**config.mk**
```make
export PLATFORM = sky130hd
export DESIGN_NAME = utf8_stream_validator_top
export DESIGN_NICKNAME = d
export VERILOG_FILES = /design/src/hdl/utf8v_pkg.sv /design/src/hdl/utf8v_decode.sv /design/src/hdl/utf8_stream_validator_top.sv
export SDC_FILE = /design/constraint.sdc
export NUM_CORES = 1
export LEC_CHECK = 0
export ABC_CLOCK_PERIOD_IN_PS = 3200
export BUFFER_PORTS_ARGS = -buffer_cell sky130_fd_sc_hd__buf_2
export CAP_MARGIN = 10
export CORE_MARGIN = 2
export CORE_UTILIZATION = 53
export CTS_CLUSTER_SIZE = 10
export DETAILED_ROUTE_END_ITERATION = 10
export MAX_ROUTING_LAYER = met4
export PLACE_DENSITY = 0.77
export SLEW_MARGIN = 5
export SYNTH_ARGS = -nofsm -noshare
export SYNTH_HDL_FRONTEND = slang
export SYNTH_HIERARCHICAL = 1
export SYNTH_SLANG_ARGS = --single-unit
```
**constraint.sdc**
```tcl
create_clock -name clock -period 3.2 [get_ports clock]
set_clock_uncertainty 0.1 [all_clocks]
set_input_delay 0 -clock clock [delete_from_list [all_inputs] [get_ports clock]]
set_output_delay 0 -clock clock [all_outputs]
set_load 0.05 [all_outputs]
```
**src/hdl/utf8v_pkg.sv**
```systemverilog
// Package for the UTF-8 stream validator.
// Holds the fault codes and the per-byte step struct; no dependencies.
package utf8v_pkg;

   localparam int FaultWidth = 3;

   // Fault codes, as reported on rsp_fault_kind
   localparam logic [FaultWidth-1:0] FAULT_NONE      = 3'd0;
   localparam logic [FaultWidth-1:0] FAULT_BAD_LEAD  = 3'd1;
   localparam logic [FaultWidth-1:0] FAULT_OVERLONG  = 3'd2;
   localparam logic [FaultWidth-1:0] FAULT_ABOVE_F4  = 3'd3;
   localparam logic [FaultWidth-1:0] FAULT_BAD_CONT  = 3'd4;
   localparam logic [FaultWidth-1:0] FAULT_TRUNCATED = 3'd5;
   localparam logic [FaultWidth-1:0] FAULT_ZERO      = 3'd6;

   // Sequence state carried from byte to byte
   typedef struct packed {
      logic [1:0]            pending;
      logic [FaultWidth-1:0] fault;
   } seq_state_type;

endpackage

```
**src/hdl/utf8v_decode.sv**
```systemverilog
// Per-byte decision logic of the UTF-8 stream validator.
// Uses utf8v_pkg for fault codes and the sequence state struct.
module utf8v_decode
   import utf8v_pkg::*;
(
   input  logic [7:0]    data_byte,
   input  logic          end_of_string,
   input  seq_state_type cur_state,
   output seq_state_type next_state
);

   logic [1:0]            pend_step;
   logic [FaultWidth-1:0] code_step;
   logic [FaultWidth-1:0] fault_step;

   // Classify the byte against the continuations still expected
   always_comb begin
      pend_step = cur_state.pending;
      code_step = FAULT_NONE;
      if (cur_state.pending != 2'd0) begin
         if (data_byte[7:6] != 2'b10) begin
            code_step = FAULT_BAD_CONT;
            pend_step = 2'd0;
         end else begin
            pend_step = cur_state.pending - 2'd1;
         end
      end else if (data_byte[7] == 1'b0) begin
         if (data_byte == 8'h00) begin
            code_step = FAULT_ZERO;
         end
      end else if (data_byte[7:5] == 3'b110) begin
         if (data_byte[4:1] == 4'd0) begin
            code_step = FAULT_OVERLONG;
         end else begin
            pend_step = 2'd1;
         end
      end else if (data_byte[7:4] == 4'b1110) begin
         pend_step = 2'd2;
      end else if (data_byte[7:3] == 5'b11110) begin
         if (data_byte > 8'hF4) begin
            code_step = FAULT_ABOVE_F4;
         end else begin
            pend_step = 2'd3;
         end
      end else begin
         code_step = FAULT_BAD_LEAD;
      end
   end

   // Keep the first fault; flag truncation on the final byte
   always_comb begin
      fault_step = cur_state.fault;
      if (fault_step == FAULT_NONE) begin
         fault_step = code_step;
      end
      if (end_of_string && (pend_step != 2'd0) && (fault_step == FAULT_NONE)) begin
         fault_step = FAULT_TRUNCATED;
      end
      next_state.pending = pend_step;
      next_state.fault   = fault_step;
   end

endmodule

```
**src/hdl/utf8_stream_validator_top.sv**
```systemverilog
// UTF-8 stream validator: one byte per item, one verdict per string.
// A final byte goes from the input register through decode into the result
// register. Throughput: one byte per cycle, except that a final byte waits
// while the result slot is full; the two-bit pending counter steps per byte.
// Reset (synchronous, active high) empties both registers and clears the
// sequence state to no pending continuations and no fault.
module utf8_stream_validator_top
   import utf8v_pkg::*;
(
   input  logic                  clock,
   input  logic                  reset,
   input  logic                  req_valid,
   output logic                  req_ready,
   input  logic [7:0]            req_data_byte,
   input  logic                  req_end_of_string,
   output logic                  rsp_valid,
   input  logic                  rsp_ready,
   output logic                  rsp_string_valid,
   output logic [FaultWidth-1:0] rsp_fault_kind
);

   logic                  s1_valid_ff;
   logic [7:0]            s1_byte_ff;
   logic                  s1_eos_ff;
   seq_state_type         state_ff;
   seq_state_type         state_step;
   logic                  out_valid_ff;
   logic                  out_string_valid_ff;
   logic [FaultWidth-1:0] out_fault_ff;
   logic                  out_free;
   logic                  s1_fire;

   // Advance a byte unless it carries a verdict and the result slot is full
   assign out_free  = !out_valid_ff || rsp_ready;
   assign s1_fire   = s1_valid_ff && (!s1_eos_ff || out_free);
   assign req_ready = !s1_valid_ff || s1_fire;

   utf8v_decode u_decode (
      .data_byte     (s1_byte_ff),
      .end_of_string (s1_eos_ff),
      .cur_state     (state_ff),
      .next_state    (state_step)
   );

   // Input register
   always_ff @(posedge clock) begin
      if (reset) begin
         s1_valid_ff <= 1'b0;
      end else if (req_ready) begin
         s1_valid_ff <= req_valid;
      end
      if (req_ready && req_valid) begin
         s1_byte_ff <= req_data_byte;
         s1_eos_ff  <= req_end_of_string;
      end
   end

   // Sequence state: update per byte, clear after each verdict
   always_ff @(posedge clock) begin
      if (reset) begin
         state_ff.pending <= 2'd0;
         state_ff.fault   <= FAULT_NONE;
      end else if (s1_fire) begin
         if (s1_eos_ff) begin
            state_ff.pending <= 2'd0;
            state_ff.fault   <= FAULT_NONE;
         end else begin
            state_ff <= state_step;
         end
      end
   end

   // Result register
   always_ff @(posedge clock) begin
      if (reset) begin
         out_valid_ff <= 1'b0;
      end else if (s1_fire && s1_eos_ff) begin
         out_valid_ff <= 1'b1;
      end else if (rsp_ready) begin
         out_valid_ff <= 1'b0;
      end
      if (s1_fire && s1_eos_ff) begin
         out_string_valid_ff <= (state_step.fault == FAULT_NONE);
         out_fault_ff        <= state_step.fault;
      end
   end

   assign rsp_valid        = out_valid_ff;
   assign rsp_string_valid = out_string_valid_ff;
   assign rsp_fault_kind   = out_fault_ff;

   // Verdict and fault code agree
   a_verdict_matches: assert property (@(posedge clock) disable iff (reset)
      rsp_valid |-> (rsp_string_valid == (rsp_fault_kind == FAULT_NONE)))
      else $error("verdict disagrees with fault code");

   // State returns to reset values after a verdict
   a_state_clears: assert property (@(posedge clock) disable iff (reset)
      (s1_fire && s1_eos_ff) |=> (state_ff.pending == 2'd0 && state_ff.fault == FAULT_NONE))
      else $error("sequence state not cleared after verdict");

   // First fault is kept until the end of the string
   a_fault_sticky: assert property (@(posedge clock) disable iff (reset)
      (s1_fire && !s1_eos_ff && state_ff.fault != FAULT_NONE)
      |=> (state_ff.fault == $past(state_ff.fault)))
      else $error("first fault overwritten");

   // A verdict never overwrites one still waiting
   a_no_overrun: assert property (@(posedge clock) disable iff (reset)
      (out_valid_ff && !rsp_ready) |-> !(s1_fire && s1_eos_ff))
      else $error("result register overrun");

endmodule
```
# == Word level (Yosys, flattened, before mapping) ==
# Cells that the tools add are included.
# word_totals
regBits,20
latch_bits,0
mem_bits_rw,0
mem_bits_ro,0
inputBits,13
out_inout_bits,6
elab_cells,55
memories,0
# classes
n_addsub,1
mul,0
n_div,0
n_lt_le_gt_ge,1
eq_ne,4
shifts,0
n_mux,22
bitwise,0
n_reduce_logical,19
# ops
operator,n
2-to-1 mux 3 bit,8
2-to-1 mux 2 bit,11
zero test 3 bit,3
"greater-than comparator 8 bit, second input constant",1
zero test 8 bit,1
nonzero test 2 bit,3
"== test 5 bit, second input constant",1
logical AND 1 bit,5
2-to-1 mux 5 bit,1
"== test 4 bit, second input constant",1
zero test 4 bit,1
"== test 3 bit, second input constant",1
zero test 1 bit,3
logical OR 1 bit,3
2-to-1 mux 1 bit,2
"!= test 2 bit, second input constant",1
"subtractor 2 x 1 -> 2 bit, second input constant",1

# == Depth between registers and ports, before layout ==
# logic_depth
ltp_word,12
depth_mapped,9
ltp_nobuf,9

# == Hierarchy ==
# The synthesis kept the hierarchy.
# by_module_without_submodules
module,n_inst,cells_per_inst,area_per_inst_um2,seq_area_each_um2
utf8_stream_validator_top,1,51,747.0,530.5
utf8v_decode,1,45,286.5,0.0

# == Worst setup path before layout ==
# No wires, ideal clock.
# synth_path
kind,reg-to-reg
start,register state_ff[3] (netlist bit)
end,"register out_string_valid_ff, in the netlist rsp_string_valid (data pin)"
setup_ps,267
arrival_ps,1928
required_time_ps,2833
setup_slack_ps,905
path_stages_with_launch,9
path_buffers,0
period_less_slack_ps,2295
path_cell_list,dfxtp_1 > inv_1 > ha_1 > or3b_1 > a21oi_1 > a211o_1 > or4b_1 > o21ai_1 > nor3_1
# synth_rtl
element,line,text
from (decl),utf8_stream_validator_top.sv:25,seq_state_type state_ff;
from (signal assigned),utf8_stream_validator_top.sv:68,state_ff <= state_step;
to (signal assigned),utf8_stream_validator_top.sv:83,out_string_valid_ff <= (state_step.fault == FAULT_NONE);
to (decl),utf8_stream_validator_top.sv:28,logic out_string_valid_ff;

==> results.sh <==
export IMPL_syn_to_final_growth_pct=27.7
export IMPL_cts_root_buf="clkbuf_4"
export IMPL_cp_max_fo=7
export IMPL_status="complete, no violations"
export IMPL_ys_flop_type="edfxtp_1"
export IMPL_grt_max_degree=15
export IMPL_gp_congestion=0.900
export IMPL_cp_start_kind="flop"
export IMPL_rsz0062_at_grt="no"
export IMPL_initial_core_util=0.580
export IMPL_cts_tree="yes"
export IMPL_die_area_mm2=0.00232
export IMPL_layout_common_cells="buf_2, dlygate4sd3_1, edfxtp_1"
export IMPL_cts_path_max_buffers=2
export IMPL_synth_cell_types=35
export IMPL_synth_area_leaders="edfxtp_1, dfxtp_1, nand2b_1"
export IMPL_stdcell_count=154
export IMPL_place_inst=136
export IMPL_ant_nets=0
export IMPL_ys_async_sr_fraction=0
export IMPL_antenna_cells=0
export IMPL_maxSlewViolCount=0
export IMPL_syn_num_nets=110
export IMPL_synth_warnings=6
export IMPL_drive_gt1_frac=0.202
export IMPL_placementRows=15
export IMPL_p_per_area_mw_per_mm2=414
export IMPL_tightest_slew_ps=478
export IMPL_avgSynthCellArea_um2=10.8
export IMPL_cts_sinks=20
export IMPL_core_area_mm2=0.00178
export IMPL_yosysTopAreaCell="edfxtp_1"
export IMPL_ff2ff_path_depth=10
export IMPL_dp_hpwl_mm=1.62
export IMPL_viasPerCell=6.05
export IMPL_layout_nets=144
export IMPL_yosysTopAreaCellShare=0.378
export IMPL_final_common_cell="buf_2"
export IMPL_report_final_setup_viol=0
export IMPL_max_cap_violations=0
export IMPL_hold_viol_final=0
export IMPL_hold_depth=2
export IMPL_fmax_mhz=334
export IMPL_htreeDepth=1
export IMPL_insertion_delay_ps=300
export IMPL_p_leak_nw=0.489
export IMPL_num_vias=932
export IMPL_die_x_um=48.2
export IMPL_io_buffers=18
export IMPL_overflow=0
export IMPL_crit_path_end_kind="flop"
export IMPL_grt_pass1_wl_mm=3.72
export IMPL_avgRoutedWirePerCell_um=15.6
export IMPL_synth_cells=96
export IMPL_firstDrtPassIters=4
export IMPL_antenna_found_initial=0
export IMPL_cts_made_buffers=3
export IMPL_ios=19
export IMPL_routed_wl_mm=2.40
export IMPL_slew_headroom=0.681
export IMPL_fin_setup_tns_ps=0
export IMPL_worstHoldPathType="input port to flop"
export IMPL_synth_area_mm2=0.00103
export IMPL_clk_pin_slew_ps=120
export IMPL_grtUsageTotal=0.239
export IMPL_grt_pass1_vias=805
export IMPL_drt_iter0_markers=58
export IMPL_drc=0
export IMPL_arrival_ps=3150
export IMPL_vdd_drop_max_v=0.000313
export IMPL_timing_final_crit_share=0.937
export IMPL_required_ps=3350
export IMPL_synth_edf_count=13
export IMPL_die_y_um=48.2
export IMPL_cts_setup_buffers=0
export IMPL_crit_type="flop to flop"
export IMPL_layout_min_cycle_time_ps=3000
export IMPL_yosysSeqAreaShare=0.513
export IMPL_yosys_register_bits=20
-- sequential cells by signal, indices dropped and copies added, names as in the netlist --
register and cells:
rsp_fault_kind 3, rsp_string_valid 1, rsp_valid 1, s1_byte_ff 8
s1_eos_ff 1, s1_valid_ff 1, state_ff 5
-- cell families (layout without fill, tap and decap cells) --
kind of cell    count (synthesis)  after routing  synth area share
compound gates                 25             25             0.153
flops                          20             20             0.513
buf+inv                         7             40            0.0375
fa+ha+maj                       1              1            0.0121
simple gates                   43             43             0.285
-- synth_stat cells, drive strengths merged, types with 2 or more instances --
cell    count
nand2       5
nand4b      6
nor4        2
dfxtp       7
inv         4
buf         3
nand3b      5
nand2b     10
a31oi       8
edfxtp     13
nor3        4
a211oi      2
o21ai       5
nor2b       3
a21oi       4
-- timing repair --
action,in CTS,in global routing
resized for setup,0,1
endpoints found under the setup margin,0,1
endpoints found under the hold margin,16,0
hold buffers,14,0
-- through the flow --
step	power (W)	setup WS [ps]	utilization	hold slack [ps]	instance area [um^2]
floorplan	0.000345	905	-	-30.9	1030
global placement	0.000361	796	0.634	76.7	1130
detailed placement	0.000365	723	0.634	78.7	1130
CTS	0.000545	173	0.740	315	1320
global route	0.000562	42.6	0.740	317	1320
finish	0.000546	203	0.740	317	1320
-- path summary, 6_finish.rpt --
kind                   endpoint             start  slack [ps]
hold / removal    s1_byte_ff[6]  req_data_byte[6]         320
setup reg to reg    state_ff[0]       state_ff[3]         200
setup / recovery    state_ff[0]       state_ff[3]         200
hold reg to reg     state_ff[4]       state_ff[4]         450
-- layout make-up --
type                            count  area, um^2
Tap cell                           25        31.3
Inverter                            4        15.0
Clock buffer                        4        47.5
Multi-Input combinational cell     69         464
Timing Repair Buffer               32         230
Sequential cell                    20         532
Fill cell                         130         463
-- where the power goes --
group	switching, W	internal, W	leakage [nW]	total [W]
Combinational	0.0000360	0.0000348	0.280	0.0000708
Sequential	0.0000150	0.000288	0.183	0.000303
Clock	0.0000776	0.0000951	0.0261	0.000173
-- per-layer routing --
| layer | GRT usage | share of wire | vias to the layer above |
|---|---|---|---|
| met5 | - | 0 | - |
| met4 | 0.0865 | 0.022 | 0 |
| met3 | 0.0259 | 0.069 | 6 |
| met2 | 0.358 | 0.49 | 54 |
| met1 | 0.335 | 0.42 | 434 |
| li1 | - | - | 438 |
-- worst max-delay path, cell delays in order (launching register included) --
cell and delay, ps:
dfxtp_2 390, inv_1 100, ha_1 270, or3b_1 210
a21oi_1 50, a211o_1 350, or4b_1 470, o21ai_1 200
nand3b_1 110, a31oi_1 160, dlygate4sd3_1 550
(Power assumes the default switching activity.)
